### config.mk
export PLATFORM = sky130hd
export DESIGN_NAME = group_serialized_job_queue_unit_flat
export DESIGN_NICKNAME = d
export VERILOG_FILES = /design/src/design/gsjq_pkg.sv /design/src/design/gsjq_cmd_if.sv /design/src/design/gsjq_res_if.sv /design/src/design/gsjq_cfg_if.sv /design/src/design/gsjq_slot_store.sv /design/src/design/group_serialized_job_queue_unit.sv /design/src/flat_wrapper.sv
export VERILOG_INCLUDE_DIRS = /design/src /design/src/design
export SDC_FILE = /design/constraint.sdc
export NUM_CORES = 1
export LEC_CHECK = 0
export BUFFER_PORTS_ARGS = -buffer_cell sky130_fd_sc_hd__buf_2
export CELL_PAD_IN_SITES_DETAIL_PLACEMENT = 0
export CELL_PAD_IN_SITES_GLOBAL_PLACEMENT = 1
export CORE_ASPECT_RATIO = 0.8
export CORE_MARGIN = 2
export CORE_UTILIZATION = 50
export DETAILED_ROUTE_END_ITERATION = 10
export PLACE_DENSITY_LB_ADDON = 0.1
export SLEW_MARGIN = 20
export SYNTH_ARGS = -nofsm -noshare
export SYNTH_HDL_FRONTEND = slang
export SYNTH_SLANG_ARGS = --single-unit
export TNS_END_PERCENT = 50
### constraint.sdc
create_clock -name i_clk -period 8.1 [get_ports i_clk]
set_clock_uncertainty 0.15 [all_clocks]
set_input_delay 0.81 -clock i_clk [delete_from_list [all_inputs] [get_ports i_clk]]
set_output_delay 0.81 -clock i_clk [all_outputs]
set_load 0.05 [all_outputs]
### src/design/group_serialized_job_queue_unit_assert.svh
// assertion helpers for the job queue
`ifndef GROUP_SERIALIZED_JOB_QUEUE_UNIT_ASSERT_SVH
`define GROUP_SERIALIZED_JOB_QUEUE_UNIT_ASSERT_SVH

// same-cycle implication, sampled on i_clk, off during reset
`define GSJQ_AST_NOW(name, pre, post, msg) \
    name: assert property (@(posedge i_clk) disable iff (!i_rst_n) (pre) |-> (post)) \
        else $error(msg);

// next-cycle implication, sampled on i_clk, off during reset
`define GSJQ_AST_NEXT(name, pre, post, msg) \
    name: assert property (@(posedge i_clk) disable iff (!i_rst_n) (pre) |=> (post)) \
        else $error(msg);

`endif

### src/design/gsjq_pkg.sv
package gsjq_pkg;

    localparam int JOB_W    = 16;
    localparam int TMO_W    = 16;
    localparam int GRP_W    = 8;
    localparam int CAP_W    = 5;
    localparam int CMD_W    = 2;
    localparam int STS_W    = 3;
    localparam logic [CAP_W-1:0] CAP_RESET = 5'd16;

    typedef enum logic [1:0] {
        ST_IDLE,
        ST_SCAN,
        ST_SHIFT,
        ST_FIN
    } t_state;

    typedef enum logic [CMD_W-1:0] {
        CMD_ENQ  = 2'd0,
        CMD_DISP = 2'd1,
        CMD_CMPL = 2'd2
    } t_cmd;

    typedef enum logic [STS_W-1:0] {
        STS_ACCEPTED   = 3'd0,
        STS_FULL       = 3'd1,
        STS_DISPATCHED = 3'd2,
        STS_FORCED     = 3'd3,
        STS_NONE       = 3'd4,
        STS_COMPLETED  = 3'd5
    } t_status;

    typedef struct packed {
        t_status          status;
        logic [JOB_W-1:0] job_id;
        logic [TMO_W-1:0] timeout;
        logic [GRP_W-1:0] group_id;
        logic             has_group;
    } t_res;

    typedef struct packed {
        logic rd;
        logic wr;
    } t_mem_ctl;

endpackage

### src/design/gsjq_cmd_if.sv
interface gsjq_cmd_if;
    logic                        valid;
    logic                        ready;
    logic [gsjq_pkg::CMD_W-1:0]  command;
    logic [gsjq_pkg::JOB_W-1:0]  job_id;
    logic [gsjq_pkg::TMO_W-1:0]  timeout_secs;
    logic [gsjq_pkg::GRP_W-1:0]  group_id;
    logic                        has_group;

    modport source (
        output valid, command, job_id, timeout_secs, group_id, has_group,
        input  ready
    );
    modport sink (
        input  valid, command, job_id, timeout_secs, group_id, has_group,
        output ready
    );
endinterface

### src/design/gsjq_res_if.sv
interface gsjq_res_if;
    logic                        valid;
    logic                        ready;
    logic [gsjq_pkg::STS_W-1:0]  status;
    logic [gsjq_pkg::JOB_W-1:0]  out_job_id;
    logic [gsjq_pkg::TMO_W-1:0]  out_timeout;
    logic [gsjq_pkg::GRP_W-1:0]  out_group_id;
    logic                        out_has_group;

    modport source (
        output valid, status, out_job_id, out_timeout, out_group_id, out_has_group,
        input  ready
    );
    modport sink (
        input  valid, status, out_job_id, out_timeout, out_group_id, out_has_group,
        output ready
    );
endinterface

### src/design/gsjq_cfg_if.sv
interface gsjq_cfg_if;
    logic                        valid;
    logic                        ready;
    logic [gsjq_pkg::CAP_W-1:0]  queue_capacity;

    modport source (
        output valid, queue_capacity,
        input  ready
    );
    modport sink (
        input  valid, queue_capacity,
        output ready
    );
endinterface

### src/design/gsjq_slot_store.sv
module gsjq_slot_store #(
    parameter int DATA_W = 42,
    parameter int ADDR_W = 4
) (
    input  logic                 i_clk,
    input  logic                 i_rst_n,
    input  gsjq_pkg::t_mem_ctl   i_ctl,
    input  logic [ADDR_W-1:0]    i_wr_addr,
    input  logic [DATA_W-1:0]    i_wr_data,
    input  logic [ADDR_W-1:0]    i_rd_addr,
    output logic [DATA_W-1:0]    o_rd_data,
    output logic                 o_rd_valid,
    output logic [ADDR_W-1:0]    o_rd_tag
);

    logic [DATA_W-1:0] r_mem [2**ADDR_W];
    logic [DATA_W-1:0] r_rd_data;
    logic [ADDR_W-1:0] r_rd_tag;
    logic              r_rd_valid;

    always_ff @(posedge i_clk) begin
        if (i_ctl.wr) begin
            r_mem[i_wr_addr] <= i_wr_data;
        end
        if (i_ctl.rd) begin
            r_rd_data <= r_mem[i_rd_addr];
            r_rd_tag  <= i_rd_addr;
        end
    end

    // tag travels with the data so the caller knows which slot came back
    always_ff @(posedge i_clk) begin
        if (!i_rst_n) begin
            r_rd_valid <= 1'b0;
        end else begin
            r_rd_valid <= i_ctl.rd;
        end
    end

    assign o_rd_data  = r_rd_data;
    assign o_rd_valid = r_rd_valid;
    assign o_rd_tag   = r_rd_tag;

endmodule

### src/design/group_serialized_job_queue_unit.sv
// channel   dir  beat                              payload
// i_cmd     in   one command                       command, job_id, timeout_secs,
//                                                  group_id, has_group
// o_res     out  one result per command            status, out_job_id, out_timeout,
//                                                  out_group_id, out_has_group
// i_cfg     in   capacity write                    queue_capacity
//
// one command at a time; the slot memory's single read port sets the pace
// enqueue: a grouped job reads the queued entries until one of its group matches; ungrouped reads none
// dispatch: reads entries until the first unblocked one (else the head), then moves up those behind it
// complete: a grouped complete reads entries until the group's oldest match
// sync reset clears counts and control; slot memory is not cleared, only
// entries below the queued count are ever read; a stalled o_res holds the unit
module group_serialized_job_queue_unit #(
    parameter int QUEUE_DEPTH = 16,
    parameter int MAX_WORKERS = 16,
    parameter int GROUP_BITS  = 8
) (
    input  logic         i_clk,
    input  logic         i_rst_n,
    gsjq_cmd_if.sink     i_cmd,
    gsjq_res_if.source   o_res,
    gsjq_cfg_if.sink     i_cfg
);

    localparam int AW = $clog2(QUEUE_DEPTH);
    localparam int CW = $clog2(QUEUE_DEPTH + 1);
    localparam int RW = $clog2(MAX_WORKERS + 1);
    localparam int GW = (GROUP_BITS < gsjq_pkg::GRP_W) ? GROUP_BITS : gsjq_pkg::GRP_W;
    localparam int LW = (CW > gsjq_pkg::CAP_W) ? CW : gsjq_pkg::CAP_W;
    localparam int SW = gsjq_pkg::JOB_W + gsjq_pkg::TMO_W + GW + 2;

    typedef struct packed {
        logic [gsjq_pkg::JOB_W-1:0] job;
        logic [gsjq_pkg::TMO_W-1:0] tmo;
        logic [GW-1:0]              grp;
        logic                       grouped;
        logic                       blocked;
    } t_slot;

    gsjq_pkg::t_state  r_state, n_state;
    gsjq_pkg::t_cmd    r_cmd, n_cmd;
    gsjq_pkg::t_status r_status, n_status;
    logic [gsjq_pkg::JOB_W-1:0] r_job, n_job;
    logic [gsjq_pkg::TMO_W-1:0] r_tmo, n_tmo;
    logic [GW-1:0]     r_grp, n_grp;
    logic              r_grouped, n_grouped;
    logic [CW-1:0]     r_count, n_count;
    logic [RW-1:0]     r_run, n_run;
    logic [gsjq_pkg::CAP_W-1:0] r_cap;
    logic [CW-1:0]     r_issue, n_issue;
    t_slot             r_pick, n_pick;
    t_slot             r_head, n_head;
    gsjq_pkg::t_res    r_out, n_out;
    logic              r_out_valid, n_out_valid;

    gsjq_pkg::t_mem_ctl w_ctl;
    logic [AW-1:0]     w_wr_addr;
    t_slot             w_wr_data;
    logic [SW-1:0]     w_rd_raw;
    t_slot             w_rd;
    logic              w_rd_valid;
    logic [AW-1:0]     w_rd_tag;
    logic              w_full;
    logic              w_issue_ok;
    logic              w_match;
    logic              w_disp;
    logic [RW-1:0]     w_run_inc;

    gsjq_slot_store #(
        .DATA_W (SW),
        .ADDR_W (AW)
    ) u_store (
        .i_clk      (i_clk),
        .i_rst_n    (i_rst_n),
        .i_ctl      (w_ctl),
        .i_wr_addr  (w_wr_addr),
        .i_wr_data  (w_wr_data),
        .i_rd_addr  (r_issue[AW-1:0]),
        .o_rd_data  (w_rd_raw),
        .o_rd_valid (w_rd_valid),
        .o_rd_tag   (w_rd_tag)
    );

    assign w_rd       = t_slot'(w_rd_raw);
    assign w_full     = (r_count >= CW'(QUEUE_DEPTH)) || (LW'(r_count) >= LW'(r_cap));
    assign w_issue_ok = (r_issue < r_count);
    assign w_match    = w_rd.grouped && (w_rd.grp == r_grp);
    assign w_disp     = (r_status == gsjq_pkg::STS_DISPATCHED) ||
                        (r_status == gsjq_pkg::STS_FORCED);
    assign w_run_inc  = (r_run < RW'(MAX_WORKERS)) ? r_run + 1'b1 : r_run;

    assign i_cmd.ready = (r_state == gsjq_pkg::ST_IDLE);
    assign i_cfg.ready = 1'b1;

    // reads run ahead of writes: a read never targets the slot written in the
    // same cycle, so no forwarding path is needed
    always_comb begin
        n_state     = r_state;
        n_cmd       = r_cmd;
        n_status    = r_status;
        n_job       = r_job;
        n_tmo       = r_tmo;
        n_grp       = r_grp;
        n_grouped   = r_grouped;
        n_count     = r_count;
        n_run       = r_run;
        n_issue     = r_issue;
        n_pick      = r_pick;
        n_head      = r_head;
        n_out       = r_out;
        n_out_valid = r_out_valid && !o_res.ready;
        w_ctl       = '0;
        w_wr_addr   = r_count[AW-1:0];
        w_wr_data   = '{job: r_job, tmo: r_tmo, grp: r_grp, grouped: r_grouped,
                        blocked: 1'b0};

        case (r_state)
            gsjq_pkg::ST_IDLE: begin
                if (i_cmd.valid) begin
                    n_cmd     = gsjq_pkg::t_cmd'(i_cmd.command);
                    n_job     = i_cmd.job_id;
                    n_tmo     = i_cmd.timeout_secs;
                    n_grp     = i_cmd.group_id[GW-1:0];
                    n_grouped = i_cmd.has_group;
                    n_issue   = '0;
                    case (gsjq_pkg::t_cmd'(i_cmd.command))
                        gsjq_pkg::CMD_ENQ: begin
                            if (w_full) begin
                                n_status = gsjq_pkg::STS_FULL;
                                n_state  = gsjq_pkg::ST_FIN;
                            end else begin
                                if (!i_cmd.has_group) begin
                                    n_issue = r_count;
                                end
                                n_state = gsjq_pkg::ST_SCAN;
                            end
                        end
                        gsjq_pkg::CMD_DISP: begin
                            n_state = gsjq_pkg::ST_SCAN;
                        end
                        gsjq_pkg::CMD_CMPL: begin
                            if (r_run != '0) begin
                                n_run = r_run - 1'b1;
                            end
                            if (!i_cmd.has_group) begin
                                n_issue = r_count;
                            end
                            n_state = gsjq_pkg::ST_SCAN;
                        end
                        default: begin
                            n_status = gsjq_pkg::STS_NONE;
                            n_state  = gsjq_pkg::ST_FIN;
                        end
                    endcase
                end
            end

            gsjq_pkg::ST_SCAN: begin
                // keep streaming reads; a dispatch hit turns them into the shift
                if (w_issue_ok) begin
                    w_ctl.rd = 1'b1;
                    n_issue  = r_issue + 1'b1;
                end
                if (w_rd_valid) begin
                    case (r_cmd)
                        gsjq_pkg::CMD_ENQ: begin
                            if (w_match) begin
                                w_ctl.wr          = 1'b1;
                                w_wr_data.blocked = 1'b1;
                                n_count           = r_count + 1'b1;
                                n_status          = gsjq_pkg::STS_ACCEPTED;
                                n_state           = gsjq_pkg::ST_FIN;
                            end
                        end
                        gsjq_pkg::CMD_DISP: begin
                            if (w_rd_tag == '0) begin
                                n_head = w_rd;
                            end
                            if (!w_rd.blocked) begin
                                n_pick   = w_rd;
                                n_status = gsjq_pkg::STS_DISPATCHED;
                                n_state  = gsjq_pkg::ST_SHIFT;
                            end
                        end
                        gsjq_pkg::CMD_CMPL: begin
                            if (w_match) begin
                                w_ctl.wr          = 1'b1;
                                w_wr_addr         = w_rd_tag;
                                w_wr_data         = w_rd;
                                w_wr_data.blocked = 1'b0;
                                n_status          = gsjq_pkg::STS_COMPLETED;
                                n_state           = gsjq_pkg::ST_FIN;
                            end
                        end
                        default: begin
                            n_state = gsjq_pkg::ST_FIN;
                        end
                    endcase
                end else if (!w_issue_ok) begin
                    // every entry seen, no hit
                    case (r_cmd)
                        gsjq_pkg::CMD_ENQ: begin
                            w_ctl.wr = 1'b1;
                            n_count  = r_count + 1'b1;
                            n_status = gsjq_pkg::STS_ACCEPTED;
                            n_state  = gsjq_pkg::ST_FIN;
                        end
                        gsjq_pkg::CMD_DISP: begin
                            if (r_count != '0 && r_run == '0) begin
                                n_pick   = r_head;
                                n_status = gsjq_pkg::STS_FORCED;
                                n_issue  = CW'(1);
                                n_state  = gsjq_pkg::ST_SHIFT;
                            end else begin
                                n_status = gsjq_pkg::STS_NONE;
                                n_state  = gsjq_pkg::ST_FIN;
                            end
                        end
                        gsjq_pkg::CMD_CMPL: begin
                            n_status = gsjq_pkg::STS_COMPLETED;
                            n_state  = gsjq_pkg::ST_FIN;
                        end
                        default: begin
                            n_status = gsjq_pkg::STS_NONE;
                            n_state  = gsjq_pkg::ST_FIN;
                        end
                    endcase
                end
            end

            gsjq_pkg::ST_SHIFT: begin
                // slot j comes back and moves down to j-1
                if (w_issue_ok) begin
                    w_ctl.rd = 1'b1;
                    n_issue  = r_issue + 1'b1;
                end
                if (w_rd_valid) begin
                    w_ctl.wr  = 1'b1;
                    w_wr_addr = w_rd_tag - 1'b1;
                    w_wr_data = w_rd;
                end else if (!w_issue_ok) begin
                    n_count = r_count - 1'b1;
                    n_run   = w_run_inc;
                    n_state = gsjq_pkg::ST_FIN;
                end
            end

            gsjq_pkg::ST_FIN: begin
                if (!r_out_valid || o_res.ready) begin
                    n_out.status    = r_status;
                    n_out.job_id    = w_disp ? r_pick.job : '0;
                    n_out.timeout   = w_disp ? r_pick.tmo : '0;
                    n_out.group_id  = w_disp ? gsjq_pkg::GRP_W'(r_pick.grp) : '0;
                    n_out.has_group = w_disp && r_pick.grouped;
                    n_out_valid     = 1'b1;
                    n_state         = gsjq_pkg::ST_IDLE;
                end
            end

            default: begin
                n_state = gsjq_pkg::ST_IDLE;
            end
        endcase
    end

    always_ff @(posedge i_clk) begin
        if (!i_rst_n) begin
            r_state     <= gsjq_pkg::ST_IDLE;
            r_count     <= '0;
            r_run       <= '0;
            r_cap       <= gsjq_pkg::CAP_RESET;
            r_out_valid <= 1'b0;
        end else begin
            r_state     <= n_state;
            r_count     <= n_count;
            r_run       <= n_run;
            r_out_valid <= n_out_valid;
            if (i_cfg.valid) begin
                r_cap <= i_cfg.queue_capacity;
            end
        end
    end

    always_ff @(posedge i_clk) begin
        r_cmd     <= n_cmd;
        r_status  <= n_status;
        r_job     <= n_job;
        r_tmo     <= n_tmo;
        r_grp     <= n_grp;
        r_grouped <= n_grouped;
        r_issue   <= n_issue;
        r_pick    <= n_pick;
        r_head    <= n_head;
        r_out     <= n_out;
    end

    assign o_res.valid         = r_out_valid;
    assign o_res.status        = r_out.status;
    assign o_res.out_job_id    = r_out.job_id;
    assign o_res.out_timeout   = r_out.timeout;
    assign o_res.out_group_id  = r_out.group_id;
    assign o_res.out_has_group = r_out.has_group;

`include "group_serialized_job_queue_unit_assert.svh"

    `GSJQ_AST_NEXT(a_full_reject,
        i_cmd.valid && i_cmd.ready && (i_cmd.command == gsjq_pkg::CMD_ENQ) && w_full,
        (r_state == gsjq_pkg::ST_FIN) && (r_status == gsjq_pkg::STS_FULL) && $stable(r_count),
        "enqueue into a full queue was not rejected")
    `GSJQ_AST_NOW(a_write_in_range,
        w_ctl.wr,
        (CW'(w_wr_addr) <= r_count) && (r_count <= CW'(QUEUE_DEPTH)),
        "slot write beyond the queued entries")
    `GSJQ_AST_NEXT(a_take_one,
        (r_state == gsjq_pkg::ST_SHIFT) && (n_state == gsjq_pkg::ST_FIN),
        (r_count == $past(r_count) - 1'b1) && w_disp,
        "dispatch did not remove exactly one entry")

endmodule

### src/flat_wrapper.sv
// flat-port wrapper written by rule: the top's interface ports become plain ports
module group_serialized_job_queue_unit_flat 
#(
    parameter int QUEUE_DEPTH = 16,
    parameter int MAX_WORKERS = 16,
    parameter int GROUP_BITS  = 8
)
  (i_clk, i_rst_n, i_cmd_valid, i_cmd_command, i_cmd_job_id, i_cmd_timeout_secs, i_cmd_group_id, i_cmd_has_group, i_cmd_ready, o_res_valid, o_res_status, o_res_out_job_id, o_res_out_timeout, o_res_out_group_id, o_res_out_has_group, o_res_ready, i_cfg_valid, i_cfg_queue_capacity, i_cfg_ready);
  gsjq_cmd_if i_cmd_i ();
  gsjq_res_if o_res_i ();
  gsjq_cfg_if i_cfg_i ();
  input  logic i_clk;
  input  logic i_rst_n;
  input wire logic [$bits(i_cmd_i.valid)-1:0] i_cmd_valid;
  input wire logic [$bits(i_cmd_i.command)-1:0] i_cmd_command;
  input wire logic [$bits(i_cmd_i.job_id)-1:0] i_cmd_job_id;
  input wire logic [$bits(i_cmd_i.timeout_secs)-1:0] i_cmd_timeout_secs;
  input wire logic [$bits(i_cmd_i.group_id)-1:0] i_cmd_group_id;
  input wire logic [$bits(i_cmd_i.has_group)-1:0] i_cmd_has_group;
  output wire logic [$bits(i_cmd_i.ready)-1:0] i_cmd_ready;
  output wire logic [$bits(o_res_i.valid)-1:0] o_res_valid;
  output wire logic [$bits(o_res_i.status)-1:0] o_res_status;
  output wire logic [$bits(o_res_i.out_job_id)-1:0] o_res_out_job_id;
  output wire logic [$bits(o_res_i.out_timeout)-1:0] o_res_out_timeout;
  output wire logic [$bits(o_res_i.out_group_id)-1:0] o_res_out_group_id;
  output wire logic [$bits(o_res_i.out_has_group)-1:0] o_res_out_has_group;
  input wire logic [$bits(o_res_i.ready)-1:0] o_res_ready;
  input wire logic [$bits(i_cfg_i.valid)-1:0] i_cfg_valid;
  input wire logic [$bits(i_cfg_i.queue_capacity)-1:0] i_cfg_queue_capacity;
  output wire logic [$bits(i_cfg_i.ready)-1:0] i_cfg_ready;
  assign i_cmd_i.valid = i_cmd_valid;
  assign i_cmd_i.command = i_cmd_command;
  assign i_cmd_i.job_id = i_cmd_job_id;
  assign i_cmd_i.timeout_secs = i_cmd_timeout_secs;
  assign i_cmd_i.group_id = i_cmd_group_id;
  assign i_cmd_i.has_group = i_cmd_has_group;
  assign i_cmd_ready = i_cmd_i.ready;
  assign o_res_valid = o_res_i.valid;
  assign o_res_status = o_res_i.status;
  assign o_res_out_job_id = o_res_i.out_job_id;
  assign o_res_out_timeout = o_res_i.out_timeout;
  assign o_res_out_group_id = o_res_i.out_group_id;
  assign o_res_out_has_group = o_res_i.out_has_group;
  assign o_res_i.ready = o_res_ready;
  assign i_cfg_i.valid = i_cfg_valid;
  assign i_cfg_i.queue_capacity = i_cfg_queue_capacity;
  assign i_cfg_ready = i_cfg_i.ready;
  group_serialized_job_queue_unit #(.QUEUE_DEPTH(QUEUE_DEPTH), .MAX_WORKERS(MAX_WORKERS), .GROUP_BITS(GROUP_BITS)) u_core (.i_clk(i_clk), .i_rst_n(i_rst_n), .i_cmd(i_cmd_i), .o_res(o_res_i), .i_cfg(i_cfg_i));
endmodule
==> Implementation_results.wiki <==
{| class="wikitable"
! Metric !! Value
|-
| Synth Area in XOR/XNOR || 0.004092
|-
| Register bit total from synthesis || about 900
|-
| Initial cell density of the core || 0.5046
|-
| Insertion delay to the later sink of the worst-skew pair || roughly 0.65 ns
|-
| Buffer and inverter count on the worst path || 1
|-
| WS Path Type || reg2reg
|-
| Endpoint class of the critical path || flop
|-
| Final HPWL DP || 45,950 um
|-
| Weighted congestion at the end of routability-driven global placement || 0.8057
|-
| Number of DRC violations after detailed routing || 0
|-
| Router iterations before antenna repair || 5
|-
| Post-CTS setup buffer count || 0
|-
| FF/Latch Area || about 0.027 mm^2
|-
| VDD IR-drop max || 0.2823 mV
|-
| Area of the multi-input gates || 0.008770 mm^2
|-
| RSZ-0062 raised after global routing || false
|-
| Number of top-level design ports || 100
|-
| Async set-reset flop share out of synthesis || 0
|-
| Cells taking the most area after synthesis || edfxtp_1 (74%), mux4_2 (13%), mux2_2 (1.3%)
|-
| Final wirelength || ~88,000 um
|-
| Master cell of the clock root buffer || clkbuf_16
|-
| Horizontal extent of the die || a little over 300 um
|-
| Clock sink total || a little over 900
|-
| Adder-cell share of the synthesized area || 0.009352
|-
| Number of resized instances in the post-cts repair step || 0
|-
| Maximum achievable frequency || approximately 210 MHz
|-
| Startpoint class of the critical path || flop
|-
| Slowest Stage Delay on Critical Path || between 0.7 and 0.8 ns
|-
| Number of warnings reported in the yosys synthesis log || 0
|-
| Antenna diodes || 0
|-
| Fin crit share || 0.5856
|-
| Clock-pin slew on the worst setup and hold paths || roughly 0.06 ns
|-
| Maximum count of clock buffers along a single path || 3
|-
| Multiplexer share of the synthesized area || 0.1473
|-
| Arr. time, crit path || 4.85 ns
|-
| Cell area after technology mapping || 0.03639 mm^2
|-
| Portion of synthesized cell area occupied by the leading cell type || 0.7386
|-
| Core Footprint || 0.07212 mm^2
|-
| Post-synthesis cell type count || 68
|-
| Path length in cells of the critical path || 7
|-
| Area growth from synthesis to layout || 13.16%
|-
| Crit-path slowest cell || dfxtp_4
|-
| Clock tree from TritonCTS || built
|-
| Top FF cell, synth || edfxtp_1
|-
| Family with the most delay on the worst path || simple AND/OR/NAND/NOR gates
|-
| Total routing usage reported by global routing || 0.2379
|-
| Avg WL per Cell || a little under 30 um
|-
| Met3 wire len || ~5200 um
|-
| Power Density || 355.6 mW/mm^2
|-
| FF-to-FF Start || u_core.u_store.o_rd_valid
|-
| R2R depth || 7
|-
| Top Layer Used || met4
|-
| Period minus WS final || 4.743 ns
|-
| GRT Residual Overflow || 0
|-
| Relative slew slack || 0.2575
|-
| Transition time at the pin with the least slew margin || 1.110 ns
|-
| Post-cts hold buffer count || 0
|-
| Vias after detailed routing || about 18,000
|-
| Total negative setup slack || 0 ns
|-
| Dominant cell by count in the synthesized netlist || edfxtp_1
|-
| Chip height || 245.3 um
|-
| Detailed-routed wire length on met2 || slightly above 40,000 um
|-
| Number of inserted filler cells in the final layout || 5,374
|-
| Sequential area share after synthesis || 0.7490
|-
| Average size of a mapped cell || 20.25 um^2
|-
| Most area-hungry cell type in the Yosys netlist || edfxtp_1
|-
| Worst Hold Depth || 1
|-
| Overall power consumption || 14.64 mW
|-
| Outcome || complete, no violations
|-
| Worst slack on hold paths || 0.1821 ns
|-
| Count of flip-flops with a built-in enable after synthesis || about 900
|-
| Synth Area in Simple Gates || 0.03590
|-
| Gate count after technology mapping || 1,797
|-
| Combinational family with the most area after synthesis || multiplexers
|-
| Global-route wire length before repair || between 100,000 and 150,000 um
|-
| Synthesized-area fraction occupied by ao, oa, aoi and oai cells || 0.04013
|-
| Average via count per standard cell || 6.218
|-
| Num rows || 88
|-
| CTS Buf Count || 90
|-
| Final-report hold violation count || 0
|-
| Total Nets Final || around 2,000
|-
| DR iter-0 viols || approximately 1,900
|-
| Required time of the worst setup path || between 8 and 9 ns
|-
| Initial antenna violation count || 1
|-
| Share of final-layout standard cells stronger than drive strength 1 || 0.2823
|-
| Sum of routed wire segments on met1 || 40,290 um
|-
| Max Slew Vio Count || 0
|-
| Top post-synthesis cells by count || edfxtp_1 (895), mux4_2 (210), clkbuf_1 (67)
|-
| Static power due to leakage || about 13 nW
|-
| Max Cap Violations || 0
|-
| Die Area || approximately 0.075 mm^2
|-
| Setup slack of the most critical reg-to-reg path || about 3.4 ns
|-
| Number of global-route vias before repair || 18,360
|-
| Post-synthesis net count || around 1,900
|-
| Buffers added on ports || 98
|-
| End of the worst register-to-register path || u_core.u_store.r_mem[2][32]
|-
| H-Tree Depth || 3
|-
| ANT nets after route || 0
|-
| Cells traversed along the worst timing path || nand3b_1 > nor4_4 > and4_1 > a211oi_1 > o21bai_1 > nor3_2 > buf_4
|-
| Critical-path maximum fanout || 54
|-
| Setup violation total in the final timing report || 0
|-
| Tightest Hold Check Type || in2reg
|-
| End of the worst hold path || u_core.r_tmo[8]
|-
| Min-delay src || i_cmd_timeout_secs[8]
|-
| Maximum number of pins on one net before global-route repair || between 100 and 150
|}
==> worst max path at each step <==
| stage | to | startpoint |
|---|---|---|
| finish | u_core.u_store.r_mem[2][32] | u_core.u_store.o_rd_valid |
| global route | u_core.u_store.r_mem[2][31] | u_core.u_store.o_rd_valid |
| CTS | u_core.u_store.r_mem[2][33] | u_core.u_store.o_rd_valid |
| detailed placement | u_core.u_store.r_mem[2][28] | u_core.u_store.o_rd_valid |
| global placement | u_core.u_store.r_mem[2][28] | u_core.u_store.o_rd_valid |
| floorplan | u_core.u_store.r_mem[10][0] | u_core.r_state[0] |
==> power breakdown <==
| part | switching [mW] | total [mW] | internal [mW] |
|---|---|---|---|
| clock | 1.76 | 4.18 | 2.42 |
| sequential | 0.224 | 6.46 | 6.23 |
| combinational | 2.46 | 4.00 | 1.54 |
| total | 4.44 | 14.6 | 10.2 |
==> stage by stage <==
step | setup WS (ns) | area (um^2) | utilization | instances
2_1_floorplan | 1.431 | 36390 | - | 1797
3_3_place_gp | 3.564 | 38200 | 0.5297 | 2787
3_5_place_dp | 3.431 | 38210 | 0.5298 | 2788
4_1_cts | 3.404 | 41150 | 0.5706 | 2956
5_1_grt | 3.106 | 41180 | 0.5710 | 2957
6_report | 3.357 | 41180 | 0.5710 | 2957
==> worst reg2reg max path, delay by kind of cell (launching register included) <==
kind	cells	cell delay, ns
buffers and inverters	1	0.74
DFF	1	0.78
AOI/OAI and AO/OA	2	0.60
and+or+nand+nor	4	2.06
==> kinds of logic (layout without fill, tap and decap cells) <==
group / Yosys count / count (layout)
flops: 914 / 914
buf+inv: 130 / 345
simple gates: 239 / 239
compound gates: 202 / 202
fa+ha+maj: 26 / 26
mux: 268 / 268
other cells: 1 / 1
xor+xnor: 17 / 17
==> flip-flops by register name, summed over array words and instances (netlist names), 8 cells and up <==
signal	cells
u_core.u_store.r_mem	672
u_core.u_store.o_rd_data	42
u_core.r_head	41
u_core.r_pick	41
u_core.o_res.out_job_id	16
u_core.o_res.out_timeout	16
u_core.r_job	16
u_core.r_tmo	16
u_core.o_res.out_group_id	8
u_core.r_grp	8
==> final cells by class <==
| type | count | area share |
|---|---|---|
| Clock inverter | 58 | 0.01440 |
| Clock buffer | 110 | 0.05703 |
| Inverter | 26 | 0.002370 |
| Timing Repair Buffer | 151 | 0.02249 |
| Sequential cell | 914 | 0.6620 |
| Multi-Input combinational cell | 753 | 0.2130 |
| Tap cell | 945 | 0.02871 |
==> placed cells by master (no fill, tap or decap), drive strengths merged, types with 15 or more instances in the layout <==
cell / count
edfxtp: 895
mux4: 210
buf: 151
clkbuf: 110
a21oi: 53
and2: 43
nand3: 42
mux2: 41
nand2b: 37
clkinv: 36
a221o: 34
nand2: 33
a22o: 33
nor2: 33
inv: 31
o21ai: 28
ha: 24
dfxtp: 19
mux2i: 17
nor3: 15
==> metal layers <==
metal / track usage / up-vias
met2: 0.3656 / 689
met5: 0 / -
met4: 0.05607 / 0
met3: 0.03197 / 120
met1: 0.3659 / 9817
li1: - / 7760
Power figures use the tool's default switching activity.
